$ cat config.mk
export PLATFORM = sky130hd
export DESIGN_NAME = simplified_des_cipher_top
export DESIGN_NICKNAME = d
export VERILOG_FILES = /design/src/sv/sdes_pkg.sv /design/src/sv/sdes_key_sched.sv /design/src/sv/sdes_round.sv /design/src/sv/simplified_des_cipher_top.sv
export SDC_FILE = /design/constraint.sdc
export NUM_CORES = 1
export LEC_CHECK = 0
export BUFFER_PORTS_ARGS = -buffer_cell sky130_fd_sc_hd__buf_2
export CORE_MARGIN = 10
export CORE_UTILIZATION = 24
export CTS_CLUSTER_DIAMETER = 40
export DETAILED_ROUTE_END_ITERATION = 16
export HOLD_SLACK_MARGIN = 0.08
export PLACE_DENSITY = 0.37
export SKIP_CTS_REPAIR_TIMING = 1
export SLEW_MARGIN = 30
export SYNTH_ARGS = -nofsm -noshare
export SYNTH_HDL_FRONTEND = slang
export SYNTH_HIERARCHICAL = 1
export SYNTH_SLANG_ARGS = --single-unit
$ cat constraint.sdc
create_clock -name aclk -period 3 [get_ports aclk]
set_clock_uncertainty 0.05 [all_clocks]
set_input_delay 0.6 -clock aclk [delete_from_list [all_inputs] [get_ports aclk]]
set_output_delay 0.6 -clock aclk [all_outputs]
set_load 0.05 [all_outputs]
$ cat src/sv/sdes_pkg.sv
package sdes_pkg;

    typedef struct packed {
        logic       action;
        logic [3:0] l;
        logic [3:0] r;
    } sdes_data_t;

    typedef struct packed {
        logic [7:0] k0;
        logic [7:0] k1;
    } sdes_subkeys_t;

    // S-boxes, indexed by {row, col}
    localparam logic [1:0] SBOX0 [16] = '{
        2'd1, 2'd0, 2'd3, 2'd2,
        2'd3, 2'd2, 2'd1, 2'd0,
        2'd0, 2'd2, 2'd1, 2'd3,
        2'd3, 2'd1, 2'd3, 2'd2
    };
    localparam logic [1:0] SBOX1 [16] = '{
        2'd0, 2'd1, 2'd2, 2'd3,
        2'd2, 2'd0, 2'd1, 2'd3,
        2'd3, 2'd0, 2'd1, 2'd0,
        2'd2, 2'd1, 2'd0, 2'd3
    };

    function automatic logic [7:0] perm_ip(input logic [7:0] b);
        return {b[6], b[2], b[5], b[7], b[4], b[0], b[3], b[1]};
    endfunction

    function automatic logic [7:0] perm_iip(input logic [7:0] b);
        return {b[4], b[7], b[5], b[3], b[1], b[6], b[0], b[2]};
    endfunction

    function automatic logic [9:0] perm_p10(input logic [9:0] k);
        return {k[7], k[5], k[8], k[3], k[6], k[0], k[9], k[1], k[2], k[4]};
    endfunction

    function automatic logic [7:0] perm_p8(input logic [9:0] k);
        return {k[4], k[7], k[3], k[6], k[2], k[5], k[0], k[1]};
    endfunction

    function automatic logic [3:0] perm_p4(input logic [3:0] s);
        return {s[2], s[0], s[1], s[3]};
    endfunction

    function automatic logic [7:0] perm_ep(input logic [3:0] r);
        return {r[0], r[3], r[2], r[1], r[2], r[1], r[0], r[3]};
    endfunction

    function automatic logic [3:0] sbox_idx(input logic [3:0] x);
        return {x[3], x[0], x[2:1]};
    endfunction

    function automatic logic [3:0] feistel_f(input logic [3:0] r, input logic [7:0] sk);
        logic [7:0] e;
        logic [3:0] s;
        e = perm_ep(r) ^ sk;
        s = {SBOX0[sbox_idx(e[7:4])], SBOX1[sbox_idx(e[3:0])]};
        return perm_p4(s);
    endfunction

    function automatic sdes_subkeys_t derive_subkeys(input logic [9:0] key);
        logic [9:0]    p;
        logic [4:0]    hl;
        logic [4:0]    hr;
        sdes_subkeys_t sk;
        p     = perm_p10(key);
        hl    = p[9:5];
        hr    = p[4:0];
        // rotate left by 1, then a total of 3
        sk.k0 = perm_p8({hl[3:0], hl[4], hr[3:0], hr[4]});
        sk.k1 = perm_p8({hl[1:0], hl[4:2], hr[1:0], hr[4:2]});
        return sk;
    endfunction

endpackage

$ cat src/sv/sdes_key_sched.sv
module sdes_key_sched (
    input  logic                   aclk,
    input  logic                   aresetn,
    input  logic                   cfg_valid,
    output logic                   cfg_ready,
    input  logic [9:0]             cfg_data,
    output sdes_pkg::sdes_subkeys_t subkeys
);
    import sdes_pkg::*;

    sdes_subkeys_t subkeys_reg;
    sdes_subkeys_t subkeys_next;

    assign cfg_ready = 1'b1;

    always_comb begin
        subkeys_next = subkeys_reg;
        if (cfg_valid) begin
            subkeys_next = derive_subkeys(cfg_data);
        end
    end

    // key 0 gives all-zero subkeys
    always_ff @(posedge aclk) begin
        if (!aresetn) begin
            subkeys_reg <= '0;
        end else begin
            subkeys_reg <= subkeys_next;
        end
    end

    assign subkeys = subkeys_reg;

endmodule

$ cat src/sv/sdes_round.sv
module sdes_round (
    input  logic                    aclk,
    input  logic                    aresetn,
    input  logic                    in_valid,
    output logic                    in_ready,
    input  sdes_pkg::sdes_data_t    in_data,
    input  sdes_pkg::sdes_subkeys_t subkeys,
    input  logic                    second_round,
    output logic                    out_valid,
    input  logic                    out_ready,
    output sdes_pkg::sdes_data_t    out_data
);
    import sdes_pkg::*;

    logic       valid_reg;
    logic       valid_next;
    sdes_data_t data_reg;
    sdes_data_t data_next;
    logic [7:0] key;

    // decrypt reverses subkey order
    assign key      = (in_data.action ^ second_round) ? subkeys.k1 : subkeys.k0;
    assign in_ready = !valid_reg || out_ready;

    always_comb begin
        valid_next = valid_reg;
        data_next  = data_reg;
        if (in_ready) begin
            valid_next       = in_valid;
            data_next.action = in_data.action;
            data_next.l      = in_data.l ^ feistel_f(in_data.r, key);
            data_next.r      = in_data.r;
        end
    end

    always_ff @(posedge aclk) begin
        if (!aresetn) begin
            valid_reg <= 1'b0;
        end else begin
            valid_reg <= valid_next;
        end
    end

    always_ff @(posedge aclk) begin
        data_reg <= data_next;
    end

    assign out_valid = valid_reg;
    assign out_data  = data_reg;

endmodule

$ cat src/sv/simplified_des_cipher_top.sv
// S-DES block cipher, one 8-bit block per transaction.
// Input channel s_*: s_tdata carries the block, s_tuser selects
// encrypt (0) or decrypt (1). Output channel m_*: m_tdata carries the result.
// Key channel cfg_*: cfg_data is the 10-bit key, written when cfg_valid is
// high (cfg_ready is always high); write it only while no block is in flight.
// Pipeline: initial permutation register, round-one register, round-two
// register; the inverse permutation is wiring on the last register.
// Throughput: one block per cycle while m_tready is high, set by the three-stage register pipeline.
// Reset: pipeline empties and the key returns to 0.
// Stall: when m_tready is low, each stage holds its block and bubbles ahead
// of it are filled; up to 3 blocks are held before s_tready drops.
module simplified_des_cipher_top (
    input  logic       aclk,
    input  logic       aresetn,
    input  logic       s_tvalid,
    output logic       s_tready,
    input  logic [7:0] s_tdata,   // [7:0] block_in
    input  logic       s_tuser,   // [0] action
    output logic       m_tvalid,
    input  logic       m_tready,
    output logic [7:0] m_tdata,   // [7:0] block_out
    input  logic       cfg_valid,
    output logic       cfg_ready,
    input  logic [9:0] cfg_data
);
    import sdes_pkg::*;

    sdes_subkeys_t subkeys;

    logic       v0_reg;
    logic       v0_next;
    sdes_data_t d0_reg;
    sdes_data_t d0_next;
    logic [7:0] ip_val;

    logic       rdy1;
    logic       v1;
    sdes_data_t d1;
    sdes_data_t d1_swap;
    logic       rdy2;
    sdes_data_t d2;

    sdes_key_sched u_key (
        .aclk      (aclk),
        .aresetn   (aresetn),
        .cfg_valid (cfg_valid),
        .cfg_ready (cfg_ready),
        .cfg_data  (cfg_data),
        .subkeys   (subkeys)
    );

    assign ip_val   = perm_ip(s_tdata);
    assign s_tready = !v0_reg || rdy1;

    always_comb begin
        v0_next = v0_reg;
        d0_next = d0_reg;
        if (s_tready) begin
            v0_next        = s_tvalid;
            d0_next.action = s_tuser;
            d0_next.l      = ip_val[7:4];
            d0_next.r      = ip_val[3:0];
        end
    end

    always_ff @(posedge aclk) begin
        if (!aresetn) begin
            v0_reg <= 1'b0;
        end else begin
            v0_reg <= v0_next;
        end
    end

    always_ff @(posedge aclk) begin
        d0_reg <= d0_next;
    end

    sdes_round u_round_a (
        .aclk         (aclk),
        .aresetn      (aresetn),
        .in_valid     (v0_reg),
        .in_ready     (rdy1),
        .in_data      (d0_reg),
        .subkeys      (subkeys),
        .second_round (1'b0),
        .out_valid    (v1),
        .out_ready    (rdy2),
        .out_data     (d1)
    );

    // half swap between rounds
    assign d1_swap = '{action: d1.action, l: d1.r, r: d1.l};

    sdes_round u_round_b (
        .aclk         (aclk),
        .aresetn      (aresetn),
        .in_valid     (v1),
        .in_ready     (rdy2),
        .in_data      (d1_swap),
        .subkeys      (subkeys),
        .second_round (1'b1),
        .out_valid    (m_tvalid),
        .out_ready    (m_tready),
        .out_data     (d2)
    );

    assign m_tdata = perm_iip({d2.l, d2.r});

endmodule

==> results.tsv <==
metric	value	unit
status	finished, final reports clean	
avgViaCountPerCell	4.01	
initial_utilization	24.7	%
cts-root-buf	clkbuf_8	
max_freq	428	MHz
grt-ovfl-total	0	
synth_area_per_cell	13.1	um^2
vias	1182	
cts_tree	done	
synthCells	155	
clk_latency	290	ps
numCtsBuffers	5	
grt_pass1_vias	1292	
diodes	0	
p_sw_share	35.0	%
critical_path_class	flip-flop to flip-flop	
start_kind	flip-flop	
slowest_stage	edfxtp_1	
p_comb_share	33.2	%
dr.pass1.iters	4	
internal-power	0.00117	W
hold_class	flip-flop to flip-flop	
die_area	0.0126	mm^2
detail_route.wirelength	4.04	mm
routedLengthMet1	1.78	mm
crit_chain	xnor2_4 > mux2i_1 > xnor2_2 > inv_1 > ha_1 > a211oi_1 > a21oi_1 > xor2_1	
grt_use_total	6.58	%
largest_register_ff_count	10	
clk_pin_slew	80	ps
ant_nets	0	
drv_slew	0	
wl_met2	2.06	mm
clkPwrFrac	25.7	%
drt-wirelength-per-cell	13.7	um
maxCapViolations	0	
htreeDepth	2	
crit_required	2990	ps
drive_above_1_share	30.0	%
die_width	112	um
first_iter_violations	40	
io_pins	35	
rows	33	
holdWs	408	ps
top_layer	met4	
regArea	0.00104	mm^2
drc	0	
p_switching	0.000629	W
grt_max_degree	14	
slowest_delay	480	ps
wl_met3	158	um
dp_hpwl	3.29	mm
layout.cells.most_common	buf_2	
p_leak	1.01	nW
multiInputGateArea	910	um^2
ir_worst_vdd	0.159	mV
cp_max_fo	8	
core_region_area	0.00822	mm^2
fin_nets	215	
setup_tns	0	ps
fillCellCount	831	
syn_nets	181	
cp.arrival	2330	ps
die_h	112	um
hold_violations	0	
path_buf_inv	1	
syn_area	0.00203	mm^2
fin_crit	2340	ps
routabilityCongestion	0.689	
synth_warnings	6	
setup_viol	0	
path_delay_family	XOR/XNOR gates	
p_per_area	749	mW/mm^2
pwr-share-seq	41.1	%
clockBufferDepth	2	
clock_sinks	39	
final_cell_mix	33 x buf_2, 26 x edfxtp_1, 26 x mux2i_1	
rsz0062_at_grt	no	
min_period_over_period	77.9	%
antenna_found_initial	0	
syn_to_final_growth	18.2	%
endpoint_kind	flip-flop	
port_buffers	33	
grt_pass1_wl	6.64	mm
through the flow:
stage          total power (W)  instances  cell area [um^2]  utilization [%]  setup slack (ps)
6_report               0.00180        295              2400             29.2               662
5_1_grt                0.00191        295              2400             29.2               518
4_1_cts                0.00183        295              2400             29.2               641
3_5_place_dp           0.00137        287              2280             27.8               645
3_3_place_gp           0.00135        287              2280             27.8               738
2_1_floorplan          0.00124        155              2030                -               711
per-layer routing:
| layer | vias to the layer above | track usage (%) |
|---|---|---|
| met4 | 0 | 2.28 |
| met2 | 20 | 11.5 |
| met3 | 5 | 2.24 |
| met1 | 559 | 7.33 |
| li1 | 598 | - |
| met5 | - | 0 |
power groups by stage:
| stage | sequential, W | clock [W] | combinational, W |
|---|---|---|---|
| finish | 0.000740 | 0.000462 | 0.000597 |
| CTS | 0.000746 | 0.000477 | 0.000609 |
| floorplan | 0.000911 | 0 | 0.000325 |
| global placement | 0.000759 | 0 | 0.000594 |
| detailed placement | 0.000759 | 0 | 0.000608 |
| global route | 0.000753 | 0.000506 | 0.000655 |
tightest hold or removal path: cells and delay by family (launching register included):
| family | cells | cell delay [ps] |
|---|---|---|
| compound gates | 1 | 60 |
| buf+inv | 1 | 40 |
| flops | 1 | 320 |
cell type report:
type	count	area share [%]
Timing Repair Buffer	35	7.50
Sequential cell	39	43.3
Multi-Input combinational cell	103	37.9
Clock inverter	2	1.61
Inverter	5	0.781
Tap cell	105	5.47
Clock buffer	6	3.44
final timing paths:
kind                                           from                    end  slack [ps]  cells after the start
worst max-delay path                      d0_reg[8]  u_round_a/out_data[5]         660                      8
worst min-delay path            u_round_a/out_valid    u_round_b/out_valid         410                      2
worst max register to register            d0_reg[8]  u_round_a/out_data[5]         660                      8
worst min register to register  u_round_a/out_valid    u_round_b/out_valid         410                      2
No activity file was read; power rests on OpenSTA's default activity.
